**src/rtl/iff_pkg.sv**
```systemverilog
// ----------------------------------------------------------------------------
// Integer field formatter package
// Shared constants, codes, the classified request type and small helper
// functions for the formatter front end, request queue and back end.
// ----------------------------------------------------------------------------
package iff_pkg;

    localparam int POINTER_BYTES = 8;
    localparam int GROUP_ENTRIES = 4;
    localparam int MAX_WIDTH     = 63;

    localparam int VALUE_W    = 64;
    localparam int CONV_W     = 4;
    localparam int SIZE_W     = 2;
    localparam int WIDTH_W    = 6;
    localparam int CHAR_W     = 8;
    localparam int CFG_IDX_W  = 2;
    localparam int CFG_DATA_W = 32;
    localparam int BYTES_W    = 4;

    // Longest body: twenty digits, nineteen separators (or a sign).
    localparam int BODY_MAX = 40;
    localparam int BLEN_W   = 6;

    localparam int BCD_W        = 80;
    localparam int DABBLE_BITS  = 4;
    localparam int DABBLE_STEPS = VALUE_W / DABBLE_BITS;
    localparam int STEP_W       = $clog2(DABBLE_STEPS);

    localparam int GROUP_SLOTS = (GROUP_ENTRIES < 4) ? GROUP_ENTRIES : 4;
    localparam int GI_W        = 2;

    localparam int Q_DEPTH = 2;
    localparam int Q_PTR_W = 1;
    localparam int Q_CNT_W = 2;

    localparam logic [CONV_W-1:0] CONV_SDEC = 4'd0;
    localparam logic [CONV_W-1:0] CONV_UDEC = 4'd1;
    localparam logic [CONV_W-1:0] CONV_SGRP = 4'd2;
    localparam logic [CONV_W-1:0] CONV_UGRP = 4'd3;
    localparam logic [CONV_W-1:0] CONV_HEXU = 4'd4;
    localparam logic [CONV_W-1:0] CONV_HEXL = 4'd5;
    localparam logic [CONV_W-1:0] CONV_PTRL = 4'd6;
    localparam logic [CONV_W-1:0] CONV_PTRU = 4'd7;
    localparam logic [CONV_W-1:0] CONV_CHAR = 4'd8;

    localparam logic [SIZE_W-1:0] SIZE_4B = 2'd1;
    localparam logic [SIZE_W-1:0] SIZE_8B = 2'd2;

    localparam logic [CFG_IDX_W-1:0] CFG_GROUP_SIZES = 2'd0;
    localparam logic [CFG_IDX_W-1:0] CFG_GROUP_SEPS  = 2'd1;

    localparam logic [CFG_DATA_W-1:0] GROUP_SIZES_RST = 32'd255;
    localparam logic [CFG_DATA_W-1:0] GROUP_SEPS_RST  = 32'd44;

    localparam logic [CHAR_W-1:0] CH_ZERO  = 8'h30;
    localparam logic [CHAR_W-1:0] CH_SPACE = 8'h20;
    localparam logic [CHAR_W-1:0] CH_MINUS = 8'h2D;
    localparam logic [CHAR_W-1:0] CH_UPPER = 8'h41;
    localparam logic [CHAR_W-1:0] CH_LOWER = 8'h61;

    typedef enum logic [1:0] {
        K_DEC  = 2'd0,
        K_HEX  = 2'd1,
        K_CHAR = 2'd2
    } t_kind;

    typedef struct packed {
        t_kind                kind;
        logic [VALUE_W-1:0]   mag;
        logic                 minus;
        logic                 grouped;
        logic                 upper;
        logic                 fill_zero;
        logic                 left;
        logic [WIDTH_W-1:0]   width;
    } t_desc;

    function automatic logic [VALUE_W-1:0] size_mask(input logic [BYTES_W-1:0] bytes);
        logic [VALUE_W-1:0] m;
        case (bytes)
            4'd8:    m = {VALUE_W{1'b1}};
            4'd4:    m = {32'd0, 32'hFFFF_FFFF};
            default: m = {48'd0, 16'hFFFF};
        endcase
        return m;
    endfunction

    // Byte idx of a group register; entries past the usable slots read as zero.
    function automatic logic [CHAR_W-1:0] reg_byte(input logic [CFG_DATA_W-1:0] r,
                                                   input logic [GI_W:0] idx);
        logic [CFG_DATA_W-1:0] sh;
        sh = r >> {idx, 3'b000};
        if (int'(idx) >= GROUP_SLOTS) begin
            return '0;
        end
        return sh[CHAR_W-1:0];
    endfunction

    function automatic logic [CHAR_W-1:0] hex_char(input logic [3:0] d, input logic upper);
        logic [CHAR_W-1:0] c;
        if (d < 4'd10) begin
            c = CH_ZERO + {4'd0, d};
        end else if (upper) begin
            c = CH_UPPER + {4'd0, d - 4'd10};
        end else begin
            c = CH_LOWER + {4'd0, d - 4'd10};
        end
        return c;
    endfunction

endpackage

```
**src/rtl/iff_front.sv**
```systemverilog
// ----------------------------------------------------------------------------
// Formatter front end
// Accepts requests and classifies them: selects the argument size, takes the
// magnitude and sign, and settles fill, alignment and effective width.
// ----------------------------------------------------------------------------
module iff_front (
    input  logic                          push,
    output logic                          full,
    input  logic [iff_pkg::VALUE_W-1:0]   i_value,
    input  logic [iff_pkg::CONV_W-1:0]    i_conversion,
    input  logic [iff_pkg::SIZE_W-1:0]    i_size_code,
    input  logic [iff_pkg::WIDTH_W-1:0]   i_field_width,
    input  logic                          i_zero_fill,
    input  logic                          i_left_align,
    input  logic                          i_q_full,
    output logic                          o_q_wr,
    output iff_pkg::t_desc                o_desc
);
    import iff_pkg::*;

    logic [BYTES_W-1:0] bytes;
    logic [VALUE_W-1:0] mask;
    logic [VALUE_W-1:0] t;
    logic [VALUE_W-1:0] topbit;
    logic [WIDTH_W-1:0] wsat;

    assign full   = i_q_full;
    assign o_q_wr = push && !i_q_full;

    always_comb begin
        bytes  = (i_size_code == SIZE_4B) ? 4'd4 : (i_size_code == SIZE_8B) ? 4'd8 : 4'd2;
        wsat   = (int'(i_field_width) > MAX_WIDTH) ? WIDTH_W'(MAX_WIDTH) : i_field_width;
        mask   = size_mask(bytes);
        t      = i_value & mask;
        topbit = (mask >> 1) + 64'd1;

        o_desc           = '0;
        o_desc.kind      = K_CHAR;
        o_desc.mag       = {56'd0, i_value[CHAR_W-1:0]};
        o_desc.fill_zero = i_zero_fill;
        o_desc.left      = i_left_align;
        o_desc.width     = wsat;

        if (i_conversion <= CONV_UGRP) begin
            o_desc.kind    = K_DEC;
            o_desc.grouped = (i_conversion == CONV_SGRP) || (i_conversion == CONV_UGRP);
            o_desc.minus   = ((i_conversion == CONV_SDEC) || (i_conversion == CONV_SGRP))
                             && ((t & topbit) != '0);
            o_desc.mag     = o_desc.minus ? ((64'd0 - t) & mask) : t;
        end else if (i_conversion <= CONV_PTRU) begin
            if (i_conversion >= CONV_PTRL) begin
                o_desc.fill_zero = 1'b1;
                o_desc.width     = WIDTH_W'(2 * POINTER_BYTES);
                if (int'(bytes) < POINTER_BYTES) begin
                    bytes = BYTES_W'(POINTER_BYTES);
                end
            end
            o_desc.kind  = K_HEX;
            o_desc.upper = !((i_conversion == CONV_HEXL) || (i_conversion == CONV_PTRL));
            o_desc.mag   = i_value & size_mask(bytes);
        end else if (i_conversion != CONV_CHAR) begin
            // Literal and unused codes: one character, never padded.
            o_desc.width = WIDTH_W'(1);
        end
    end

endmodule

```
**src/rtl/iff_queue.sv**
```systemverilog
// ----------------------------------------------------------------------------
// Formatter request queue
// Short queue of classified requests between the front end and the back end.
// ----------------------------------------------------------------------------
module iff_queue (
    input  logic            i_clk,
    input  logic            i_rst_n,
    input  logic            i_wr,
    input  iff_pkg::t_desc  i_wr_data,
    output logic            o_full,
    input  logic            i_rd,
    output iff_pkg::t_desc  o_rd_data,
    output logic            o_empty
);
    import iff_pkg::*;

    t_desc                r_slot [Q_DEPTH];
    logic [Q_PTR_W-1:0]   r_wr_ptr, n_wr_ptr;
    logic [Q_PTR_W-1:0]   r_rd_ptr, n_rd_ptr;
    logic [Q_CNT_W-1:0]   r_count,  n_count;

    assign o_full    = (r_count == Q_CNT_W'(Q_DEPTH));
    assign o_empty   = (r_count == '0);
    assign o_rd_data = r_slot[r_rd_ptr];

    always_comb begin
        n_wr_ptr = r_wr_ptr;
        n_rd_ptr = r_rd_ptr;
        n_count  = r_count;
        if (i_wr) begin
            n_wr_ptr = (r_wr_ptr == Q_PTR_W'(Q_DEPTH - 1)) ? '0 : r_wr_ptr + 1'b1;
        end
        if (i_rd) begin
            n_rd_ptr = (r_rd_ptr == Q_PTR_W'(Q_DEPTH - 1)) ? '0 : r_rd_ptr + 1'b1;
        end
        if (i_wr && !i_rd) begin
            n_count = r_count + 1'b1;
        end else if (!i_wr && i_rd) begin
            n_count = r_count - 1'b1;
        end
    end

    always_ff @(posedge i_clk) begin
        if (!i_rst_n) begin
            r_wr_ptr <= '0;
            r_rd_ptr <= '0;
            r_count  <= '0;
        end else begin
            r_wr_ptr <= n_wr_ptr;
            r_rd_ptr <= n_rd_ptr;
            r_count  <= n_count;
        end
    end

    always_ff @(posedge i_clk) begin
        if (i_wr) begin
            r_slot[r_wr_ptr] <= i_wr_data;
        end
    end

endmodule

```
**src/rtl/iff_back.sv**
```systemverilog
// ----------------------------------------------------------------------------
// Formatter back end
// Converts one classified request into its body (binary to BCD, digit
// grouping, sign, hex digits), then streams padding and body through an
// output register, one character per cycle while results are popped.
// ----------------------------------------------------------------------------
module iff_back (
    input  logic                             i_clk,
    input  logic                             i_rst_n,
    input  logic                             i_q_empty,
    output logic                             o_q_rd,
    input  iff_pkg::t_desc                   i_desc,
    input  logic [iff_pkg::CFG_DATA_W-1:0]   i_group_sizes,
    input  logic [iff_pkg::CFG_DATA_W-1:0]   i_group_seps,
    input  logic                             i_pop,
    output logic                             o_empty,
    output logic [iff_pkg::CHAR_W-1:0]       o_character,
    output logic                             o_last
);
    import iff_pkg::*;

    typedef enum logic [6:0] {
        S_IDLE   = 7'b0000001,
        S_DABBLE = 7'b0000010,
        S_BUILD  = 7'b0000100,
        S_SEP    = 7'b0001000,
        S_SIGN   = 7'b0010000,
        S_SIZE   = 7'b0100000,
        S_EMIT   = 7'b1000000
    } t_state;

    t_state                r_state, n_state;
    t_kind                 r_kind, n_kind;
    logic [VALUE_W-1:0]    r_val, n_val;
    logic [BCD_W-1:0]      r_bcd, n_bcd;
    logic                  r_minus, n_minus;
    logic                  r_grouped, n_grouped;
    logic                  r_upper, n_upper;
    logic                  r_fill_zero, n_fill_zero;
    logic                  r_left, n_left;
    logic [WIDTH_W-1:0]    r_width, n_width;
    logic [STEP_W-1:0]     r_step, n_step;
    logic [CHAR_W-1:0]     r_gsize, n_gsize;
    logic [GI_W-1:0]       r_gi, n_gi;
    logic [CHAR_W-1:0]     r_sep_char, n_sep_char;
    logic [CHAR_W-1:0]     r_body [BODY_MAX];
    logic [CHAR_W-1:0]     n_body [BODY_MAX];
    logic [BLEN_W-1:0]     r_blen, n_blen;
    logic [WIDTH_W-1:0]    r_pad, n_pad;
    logic                  r_out_valid, n_out_valid;
    logic [CHAR_W-1:0]     r_char, n_char;
    logic                  r_last, n_last;

    logic                  push_body;
    logic                  pop_body;
    logic [CHAR_W-1:0]     push_char;
    logic                  more;
    logic                  sep_now;
    logic [CHAR_W-1:0]     gs;
    logic [CHAR_W-1:0]     nx;
    logic [GI_W:0]         gi_ext;
    logic [GI_W:0]         gi_next;
    logic [WIDTH_W:0]      rem;
    logic [CHAR_W-1:0]     fill;
    logic                  slot_free;

    // Shift-add-3 conversion, DABBLE_BITS binary bits per call.
    function automatic logic [BCD_W+VALUE_W-1:0] dabble_steps(
        input logic [BCD_W+VALUE_W-1:0] acc);
        logic [BCD_W+VALUE_W-1:0] a;
        a = acc;
        for (int k = 0; k < DABBLE_BITS; k++) begin
            for (int j = 0; j < BCD_W / 4; j++) begin
                if (a[VALUE_W + 4*j +: 4] >= 4'd5) begin
                    a[VALUE_W + 4*j +: 4] = a[VALUE_W + 4*j +: 4] + 4'd3;
                end
            end
            a = a << 1;
        end
        return a;
    endfunction

    assign o_empty     = !r_out_valid;
    assign o_character = r_char;
    assign o_last      = r_last;

    always_comb begin
        n_state     = r_state;
        n_kind      = r_kind;
        n_val       = r_val;
        n_bcd       = r_bcd;
        n_minus     = r_minus;
        n_grouped   = r_grouped;
        n_upper     = r_upper;
        n_fill_zero = r_fill_zero;
        n_left      = r_left;
        n_width     = r_width;
        n_step      = r_step;
        n_gsize     = r_gsize;
        n_gi        = r_gi;
        n_sep_char  = r_sep_char;
        n_blen      = r_blen;
        n_pad       = r_pad;
        n_char      = r_char;
        n_last      = r_last;
        o_q_rd      = 1'b0;
        push_body   = 1'b0;
        pop_body    = 1'b0;
        push_char   = '0;
        sep_now     = 1'b0;
        more        = (r_bcd[BCD_W-1:4] != '0);
        gs          = r_gsize - 8'd1;
        gi_ext      = {1'b0, r_gi};
        gi_next     = gi_ext + 1'b1;
        nx          = reg_byte(i_group_sizes, gi_next);
        rem         = {1'b0, r_pad} + {1'b0, r_blen};
        fill        = r_fill_zero ? CH_ZERO : CH_SPACE;
        slot_free   = !r_out_valid || i_pop;
        n_out_valid = r_out_valid && !i_pop;

        case (r_state)
            S_IDLE: begin
                if (!i_q_empty) begin
                    o_q_rd      = 1'b1;
                    n_kind      = i_desc.kind;
                    n_val       = i_desc.mag;
                    n_minus     = i_desc.minus;
                    n_grouped   = i_desc.grouped;
                    n_upper     = i_desc.upper;
                    n_fill_zero = i_desc.fill_zero;
                    n_left      = i_desc.left;
                    n_width     = i_desc.width;
                    n_bcd       = '0;
                    n_step      = '0;
                    n_gsize     = reg_byte(i_group_sizes, '0);
                    n_gi        = '0;
                    n_blen      = '0;
                    n_state     = (i_desc.kind == K_DEC) ? S_DABBLE : S_BUILD;
                end
            end
            S_DABBLE: begin
                {n_bcd, n_val} = dabble_steps({r_bcd, r_val});
                n_step = r_step + 1'b1;
                if (r_step == STEP_W'(DABBLE_STEPS - 1)) begin
                    n_state = S_BUILD;
                end
            end
            S_BUILD: begin
                case (r_kind)
                    K_DEC: begin
                        push_body = 1'b1;
                        push_char = CH_ZERO + {4'd0, r_bcd[3:0]};
                        n_bcd     = r_bcd >> 4;
                        if (r_grouped) begin
                            n_gsize = gs;
                            if (gs == '0 && more) begin
                                // Group is full: queue its separator and move on
                                // to the next size, or repeat this one if zero.
                                sep_now    = 1'b1;
                                n_sep_char = reg_byte(i_group_seps, gi_ext);
                                if (nx == '0) begin
                                    n_gsize = reg_byte(i_group_sizes, gi_ext);
                                end else begin
                                    n_gsize = nx;
                                    n_gi    = r_gi + 1'b1;
                                end
                            end
                        end
                        if (sep_now) begin
                            n_state = S_SEP;
                        end else if (!more) begin
                            n_state = r_minus ? S_SIGN : S_SIZE;
                        end
                    end
                    K_HEX: begin
                        push_body = 1'b1;
                        push_char = hex_char(r_val[3:0], r_upper);
                        n_val     = r_val >> 4;
                        if (r_val[VALUE_W-1:4] == '0) begin
                            n_state = S_SIZE;
                        end
                    end
                    default: begin
                        push_body = 1'b1;
                        push_char = r_val[CHAR_W-1:0];
                        n_state   = S_SIZE;
                    end
                endcase
            end
            S_SEP: begin
                push_body = 1'b1;
                push_char = r_sep_char;
                n_state   = S_BUILD;
            end
            S_SIGN: begin
                push_body = 1'b1;
                push_char = CH_MINUS;
                n_state   = S_SIZE;
            end
            S_SIZE: begin
                n_pad   = (r_width > r_blen) ? r_width - r_blen : '0;
                n_state = S_EMIT;
            end
            S_EMIT: begin
                if (slot_free) begin
                    n_out_valid = 1'b1;
                    n_last      = (rem == 7'd1);
                    if (!r_left && r_pad != '0) begin
                        n_char = fill;
                        n_pad  = r_pad - 1'b1;
                    end else if (r_blen != '0) begin
                        n_char   = r_body[0];
                        pop_body = 1'b1;
                        n_blen   = r_blen - 1'b1;
                    end else begin
                        n_char = fill;
                        n_pad  = r_pad - 1'b1;
                    end
                    if (rem == 7'd1) begin
                        n_state = S_IDLE;
                    end
                end
            end
            default: begin
                n_state = S_IDLE;
            end
        endcase

        // Body is built least significant first, so new characters go in at
        // the head and the finished body leaves from the head.
        n_body = r_body;
        if (push_body) begin
            n_blen    = r_blen + 1'b1;
            n_body[0] = push_char;
            for (int i = 1; i < BODY_MAX; i++) begin
                n_body[i] = r_body[i-1];
            end
        end else if (pop_body) begin
            for (int i = 0; i < BODY_MAX - 1; i++) begin
                n_body[i] = r_body[i+1];
            end
        end
    end

    always_ff @(posedge i_clk) begin
        if (!i_rst_n) begin
            r_state     <= S_IDLE;
            r_out_valid <= 1'b0;
        end else begin
            r_state     <= n_state;
            r_out_valid <= n_out_valid;
        end
    end

    always_ff @(posedge i_clk) begin
        r_kind      <= n_kind;
        r_val       <= n_val;
        r_bcd       <= n_bcd;
        r_minus     <= n_minus;
        r_grouped   <= n_grouped;
        r_upper     <= n_upper;
        r_fill_zero <= n_fill_zero;
        r_left      <= n_left;
        r_width     <= n_width;
        r_step      <= n_step;
        r_gsize     <= n_gsize;
        r_gi        <= n_gi;
        r_sep_char  <= n_sep_char;
        r_body      <= n_body;
        r_blen      <= n_blen;
        r_pad       <= n_pad;
        r_char      <= n_char;
        r_last      <= n_last;
    end

endmodule

```
**src/rtl/integer_field_formatter_unit.sv**
```systemverilog
// ----------------------------------------------------------------------------
// Integer field formatter
// Formats one parsed integer conversion into padded ASCII characters, one
// character per result with the final one marked.
//
//   Channel  | Handshake                        | Payload
//   ---------+----------------------------------+-------------------------------
//   request  | push / full                      | value, conversion, size_code,
//            |                                  | field_width, zero_fill, align
//   result   | empty / pop                      | character, last
//   config   | i_cfg_valid / o_cfg_ready (=1)   | i_cfg_index, i_cfg_data
//
// A request waits in a two-entry queue; the back end takes one at a time.
// Decimal requests go through a binary to BCD converter first; hex, pointer
// and char requests build their body directly. Padding and body (digits,
// separators, sign) then leave one character at a time through the output
// register. A stalled result holds the output; the front end keeps taking
// requests until the queue is full. Synchronous reset empties all.
// ----------------------------------------------------------------------------
module integer_field_formatter_unit (
    input  logic                             i_clk,
    input  logic                             i_rst_n,
    input  logic                             push,
    output logic                             full,
    input  logic [iff_pkg::VALUE_W-1:0]      i_value,
    input  logic [iff_pkg::CONV_W-1:0]       i_conversion,
    input  logic [iff_pkg::SIZE_W-1:0]       i_size_code,
    input  logic [iff_pkg::WIDTH_W-1:0]      i_field_width,
    input  logic                             i_zero_fill,
    input  logic                             i_left_align,
    output logic                             empty,
    input  logic                             pop,
    output logic [iff_pkg::CHAR_W-1:0]       o_character,
    output logic                             o_last,
    input  logic                             i_cfg_valid,
    output logic                             o_cfg_ready,
    input  logic [iff_pkg::CFG_IDX_W-1:0]    i_cfg_index,
    input  logic [iff_pkg::CFG_DATA_W-1:0]   i_cfg_data
);
    import iff_pkg::*;

    logic [CFG_DATA_W-1:0] r_group_sizes;
    logic [CFG_DATA_W-1:0] r_group_seps;
    logic                  q_full;
    logic                  q_empty;
    logic                  q_wr;
    logic                  q_rd;
    t_desc                 wr_desc;
    t_desc                 rd_desc;

    assign o_cfg_ready = 1'b1;

    always_ff @(posedge i_clk) begin
        if (!i_rst_n) begin
            r_group_sizes <= GROUP_SIZES_RST;
            r_group_seps  <= GROUP_SEPS_RST;
        end else if (i_cfg_valid && o_cfg_ready) begin
            case (i_cfg_index)
                CFG_GROUP_SIZES: r_group_sizes <= i_cfg_data;
                CFG_GROUP_SEPS:  r_group_seps  <= i_cfg_data;
                default: begin
                end
            endcase
        end
    end

    iff_front u_front (
        .push          (push),
        .full          (full),
        .i_value       (i_value),
        .i_conversion  (i_conversion),
        .i_size_code   (i_size_code),
        .i_field_width (i_field_width),
        .i_zero_fill   (i_zero_fill),
        .i_left_align  (i_left_align),
        .i_q_full      (q_full),
        .o_q_wr        (q_wr),
        .o_desc        (wr_desc)
    );

    iff_queue u_queue (
        .i_clk     (i_clk),
        .i_rst_n   (i_rst_n),
        .i_wr      (q_wr),
        .i_wr_data (wr_desc),
        .o_full    (q_full),
        .i_rd      (q_rd),
        .o_rd_data (rd_desc),
        .o_empty   (q_empty)
    );

    iff_back u_back (
        .i_clk         (i_clk),
        .i_rst_n       (i_rst_n),
        .i_q_empty     (q_empty),
        .o_q_rd        (q_rd),
        .i_desc        (rd_desc),
        .i_group_sizes (r_group_sizes),
        .i_group_seps  (r_group_seps),
        .i_pop         (pop),
        .o_empty       (empty),
        .o_character   (o_character),
        .o_last        (o_last)
    );

endmodule

```
**config.mk**
```make
export PLATFORM = sky130hd
export DESIGN_NAME = integer_field_formatter_unit
export DESIGN_NICKNAME = d
export VERILOG_FILES = /design/src/rtl/iff_pkg.sv /design/src/rtl/iff_front.sv /design/src/rtl/iff_queue.sv /design/src/rtl/iff_back.sv /design/src/rtl/integer_field_formatter_unit.sv
export SDC_FILE = /design/constraint.sdc
export NUM_CORES = 2
export LEC_CHECK = 0
export ABC_AREA = 1
export BUFFER_PORTS_ARGS = -buffer_cell sky130_fd_sc_hd__buf_4
export CAP_MARGIN = 25
export CORE_UTILIZATION = 45
export CTS_BUF_LIST = sky130_fd_sc_hd__clkbuf_4 sky130_fd_sc_hd__clkbuf_8
export CTS_CLUSTER_SIZE = 30
export DETAILED_ROUTE_END_ITERATION = 6
export PLACE_DENSITY = 0.7
export SETUP_SLACK_MARGIN = 0.02
export SLEW_MARGIN = 0
export SYNTH_ARGS = -nofsm -noshare
export SYNTH_HDL_FRONTEND = slang
export SYNTH_HIERARCHICAL = 1
export SYNTH_SLANG_ARGS = --single-unit
```
**constraint.sdc**
```tcl
create_clock -name i_clk -period 21.9 [get_ports i_clk]
set_clock_uncertainty 0.1 [all_clocks]
set_input_delay 4.38 -clock i_clk [delete_from_list [all_inputs] [get_ports i_clk]]
set_output_delay 4.38 -clock i_clk [all_outputs]
set_load 0.01 [all_outputs]
```
==> flow_metrics.env <==
export IMPL_status="completed"
export IMPL_synthFlopType="edfxtp_1"
export IMPL_final_hold_violation_count=0
export IMPL_synth_cell_types=72
export IMPL_cts_hold_buf=0
export IMPL_fin_crit_sh_pct=35.36
export IMPL_arrival_ns=8.24
export IMPL_avgSynthCellArea_sq_um=8.275
export IMPL_synth_top_family_by_area="simple AND/OR/NAND/NOR gates"
export IMPL_dp_cells=6758
export IMPL_tns_ns=0
export IMPL_antenna_found_initial=1
export IMPL_wire_per_inst_um=15.37
export IMPL_synth_compound_area_share_pct=6.477
export IMPL_post_cts_setup_buffer_count=0
export IMPL_core_area_sq_um=100100
export IMPL_port_buffer_count=127
export IMPL_dp_hpwl_mm=73.99
export IMPL_yosys_warnings=6
export IMPL_final_nets=5840
export IMPL_fmax_mhz=129.2
export IMPL_yosysSeqAreaShare_pct=47.86
export IMPL_drcViolationCount=0
export IMPL_synth_top_area_share_pct=44.47
export IMPL_wl_mm=107.3
export IMPL_clk_pin_slew_worst_paths_ns=0.07
export IMPL_via_per_inst=5.298
export IMPL_utilization_pct=49.80
export IMPL_synth_top_area_cell="edfxtp_1"
export IMPL_rsz0062_at_grt="no"
export IMPL_tightestPinTransition_ns=1.066
export IMPL_pin_count=129
export IMPL_most_common_layout_cells="2040 x nand2_1, 674 x edfxtp_1, 549 x inv_1"
export IMPL_grt_pass1_vias=34190
export IMPL_grt_max_degree=203
export IMPL_via_count=37000
export IMPL_worst_setup_path_type="in2reg"
export IMPL_stdcell_count=6983
export IMPL_grt_usage_pct=20.38
export IMPL_root_buffer="clkbuf_8"
export IMPL_min_period_ns=7.743
export IMPL_required_ns=22.39
export IMPL_synth_edff_count=674
export IMPL_antenna_left=0
export IMPL_hold_path_end="u_back/r_body[7]$_DFFE_PN_"
export IMPL_hold_class="reg2reg"
export IMPL_cts_tree="built"
export IMPL_drt_first_pass_iters=6
export IMPL_yosys_top_cells_area="edfxtp_1 44%, nand2_1 17%, inv_1 4.5%, nand3_1 3.9%, ha_1 3.7%"
export IMPL_hold_start="u_back/r_body[15]$_DFFE_PP_"
export IMPL_drv_slew=0
export IMPL_cts_made_buffers=120
export IMPL_synthSimpleGateAreaFrac_pct=31.38
export IMPL_place_congestion=0.9155
export IMPL_slew_limit_headroom_pct=28.96
export IMPL_first_iter_violations=3408
export IMPL_htreeDepth=3
export IMPL_holdWs_ns=0.3490
export IMPL_syn_nets=5754
export IMPL_synth_mux_area_fraction_pct=2.153
export IMPL_rr_worst_depth=15
export IMPL_fp_row_count=116
export IMPL_post_cts_resized=0
export IMPL_maxCapViolations=0
export IMPL_gr_total_overflow=0
export IMPL_die_area_sq_um=102400
export IMPL_synth_fa_ha_area_share_pct=3.799
export IMPL_regToRegStartpoint="u_back/r_state[4]$_SDFFE_PN0P_"
export IMPL_die_w_um=320.0
export IMPL_cts_path_max_buffers=3
export IMPL_final_common_cell="nand2_1"
export IMPL_reg2reg_slack_ns=17.26
export IMPL_fill_cells=9425
export IMPL_grt_pass1_wl_mm=172.3
export IMPL_drive_gt1_share_pct=13.32
export IMPL_startpoint_type="input pin"
export IMPL_ys_seq_elements=751
export IMPL_clock_sinks=751
export IMPL_finalSetupViolations=0
export IMPL_worst_r2r_endpoint="u_back/r_blen[3]$_DFFE_PP_"
export IMPL_clk_latency_ns=0.77
export IMPL_netlist_instances=5500
export IMPL_synth_area_sq_um=45510
export IMPL_end_kind="flop"
export IMPL_worst_hold_path_num_cells=0
export IMPL_synth_xor_area_share_pct=1.248
export IMPL_initial_utilization_pct=45.44
export IMPL_syn_to_final_growth_pct=9.573
export IMPL_async_flop_share_pct=0
export IMPL_critPathMaxFanout=49
export IMPL_die_h_um=320.0
-- layout make-up --
cell class / count / area [sq um] / area share (%)
inverter: 588 / 2215 / 4.441
tap: 1298 / 1624 / 3.257
timing repair buffer: 161 / 1294 / 2.594
clock inverter: 52 / 317.8 / 0.6373
multi-input combinational: 3964 / 20590 / 41.28
sequential: 751 / 21780 / 43.68
clock buffer: 168 / 2043 / 4.097
antenna: 1 / 2.502 / 0.005018
-- cell usage after synthesis (9+ instances only) --
library cell  instances
nand4_1             165
dfxtp_1              77
o22ai_1              36
nand3_1             359
nor3b_1               9
o221ai_1             56
nand3_2              70
nor2_1              324
inv_1               550
mux2_2               47
edfxtp_1            674
o21ai_1              32
nor3_1               33
nand2_4              15
a31oi_1              11
xor2_1               30
nand2_2             114
nand2_1            2042
o21ai_2              26
ha_1                135
clkbuf_1             90
buf_6                18
buf_1                23
o21ai_0             148
mux2_4               30
a21o_1               14
o211ai_1             32
a21oi_1              86
nor4_1               14
buf_2                54
nor2_2               15
and2_1               23
inv_2                36
xnor2_1              13
-- routing by layer --
metal  up-vias  global-route usage, %  wire length [um]
li1      18490                      -                 -
met5         -                      0                 0
met3       174                  2.812              6375
met1     17230                  28.61             49770
met2      1103                  32.42             48710
met4         0                  6.582              2488
-- logic make-up (layout without fill, tap and decap cells) --
group,count (synthesis),count (layout)
and+or+nand+nor,3227,3227
adders and majority gates,137,137
buffers and inverters,785,969
xor gates and xnor gates,52,52
AOI/OAI and AO/OA,470,470
DFF,751,751
muxes,77,77
other,1,2
-- critical path: stages --
cell and delay [ns]:
buf_4 0.09, inv_1 0.03, ha_1 0.43, inv_2 0.58
nand2_1 0.22, inv_1 0.14, a21oi_1 0.09, nand2_2 0.66
nand2_4 0.56, inv_2 0.60, o21ai_0 0.19, a21oi_1 0.21
-- flip-flops by register name, indices dropped and copies added, names as in the netlist, 2 cells and up, named ones only --
name                flops
u_back/r_width          6
u_back/r_gi             2
u_back/r_bcd           80
u_back/r_kind           2
u_back/r_step           4
u_back/r_gsize          8
u_back/r_pad            6
u_queue/r_slot        154
u_back/o_character      8
u_back/r_sep_char       8
u_back/r_state          7
u_back/r_val           64
u_queue/r_count         2
u_back/r_body         320
r_group_seps           32
u_back/r_blen           6
r_group_sizes          32
-- metrics by stage --
stage,worst slack (ns),instance area [sq um]
2_1_floorplan,2.057,45510
3_3_place_gp,13.55,47400
3_5_place_dp,13.49,47400
4_1_cts,14.32,49760
5_1_grt,13.85,49870
6_report,14.16,49870
-- worst max path at each step --
stage | start | endpoint | slack (ns) | cells after the start
final | i_size_code[0] | u_queue/r_slot[0][19]$_DFFE_PP_ | 14.16 | 12
after global routing | i_size_code[0] | u_queue/r_slot[0][19]$_DFFE_PP_ | 13.85 | 12
after CTS | i_size_code[0] | u_queue/r_slot[0][19]$_DFFE_PP_ | 14.32 | 12
after detailed placement | i_size_code[0] | u_queue/r_slot[0][15]$_DFFE_PP_ | 13.49 | 12
after global placement | i_size_code[0] | u_queue/r_slot[0][14]$_DFFE_PP_ | 13.55 | 12
after floorplan | pop | u_back/r_body[100]$_DFFE_PP_ | 2.06 | 4
Power is not shown: default switching activity piles up to over one toggle a cycle in this logic, so the estimate is an artifact.
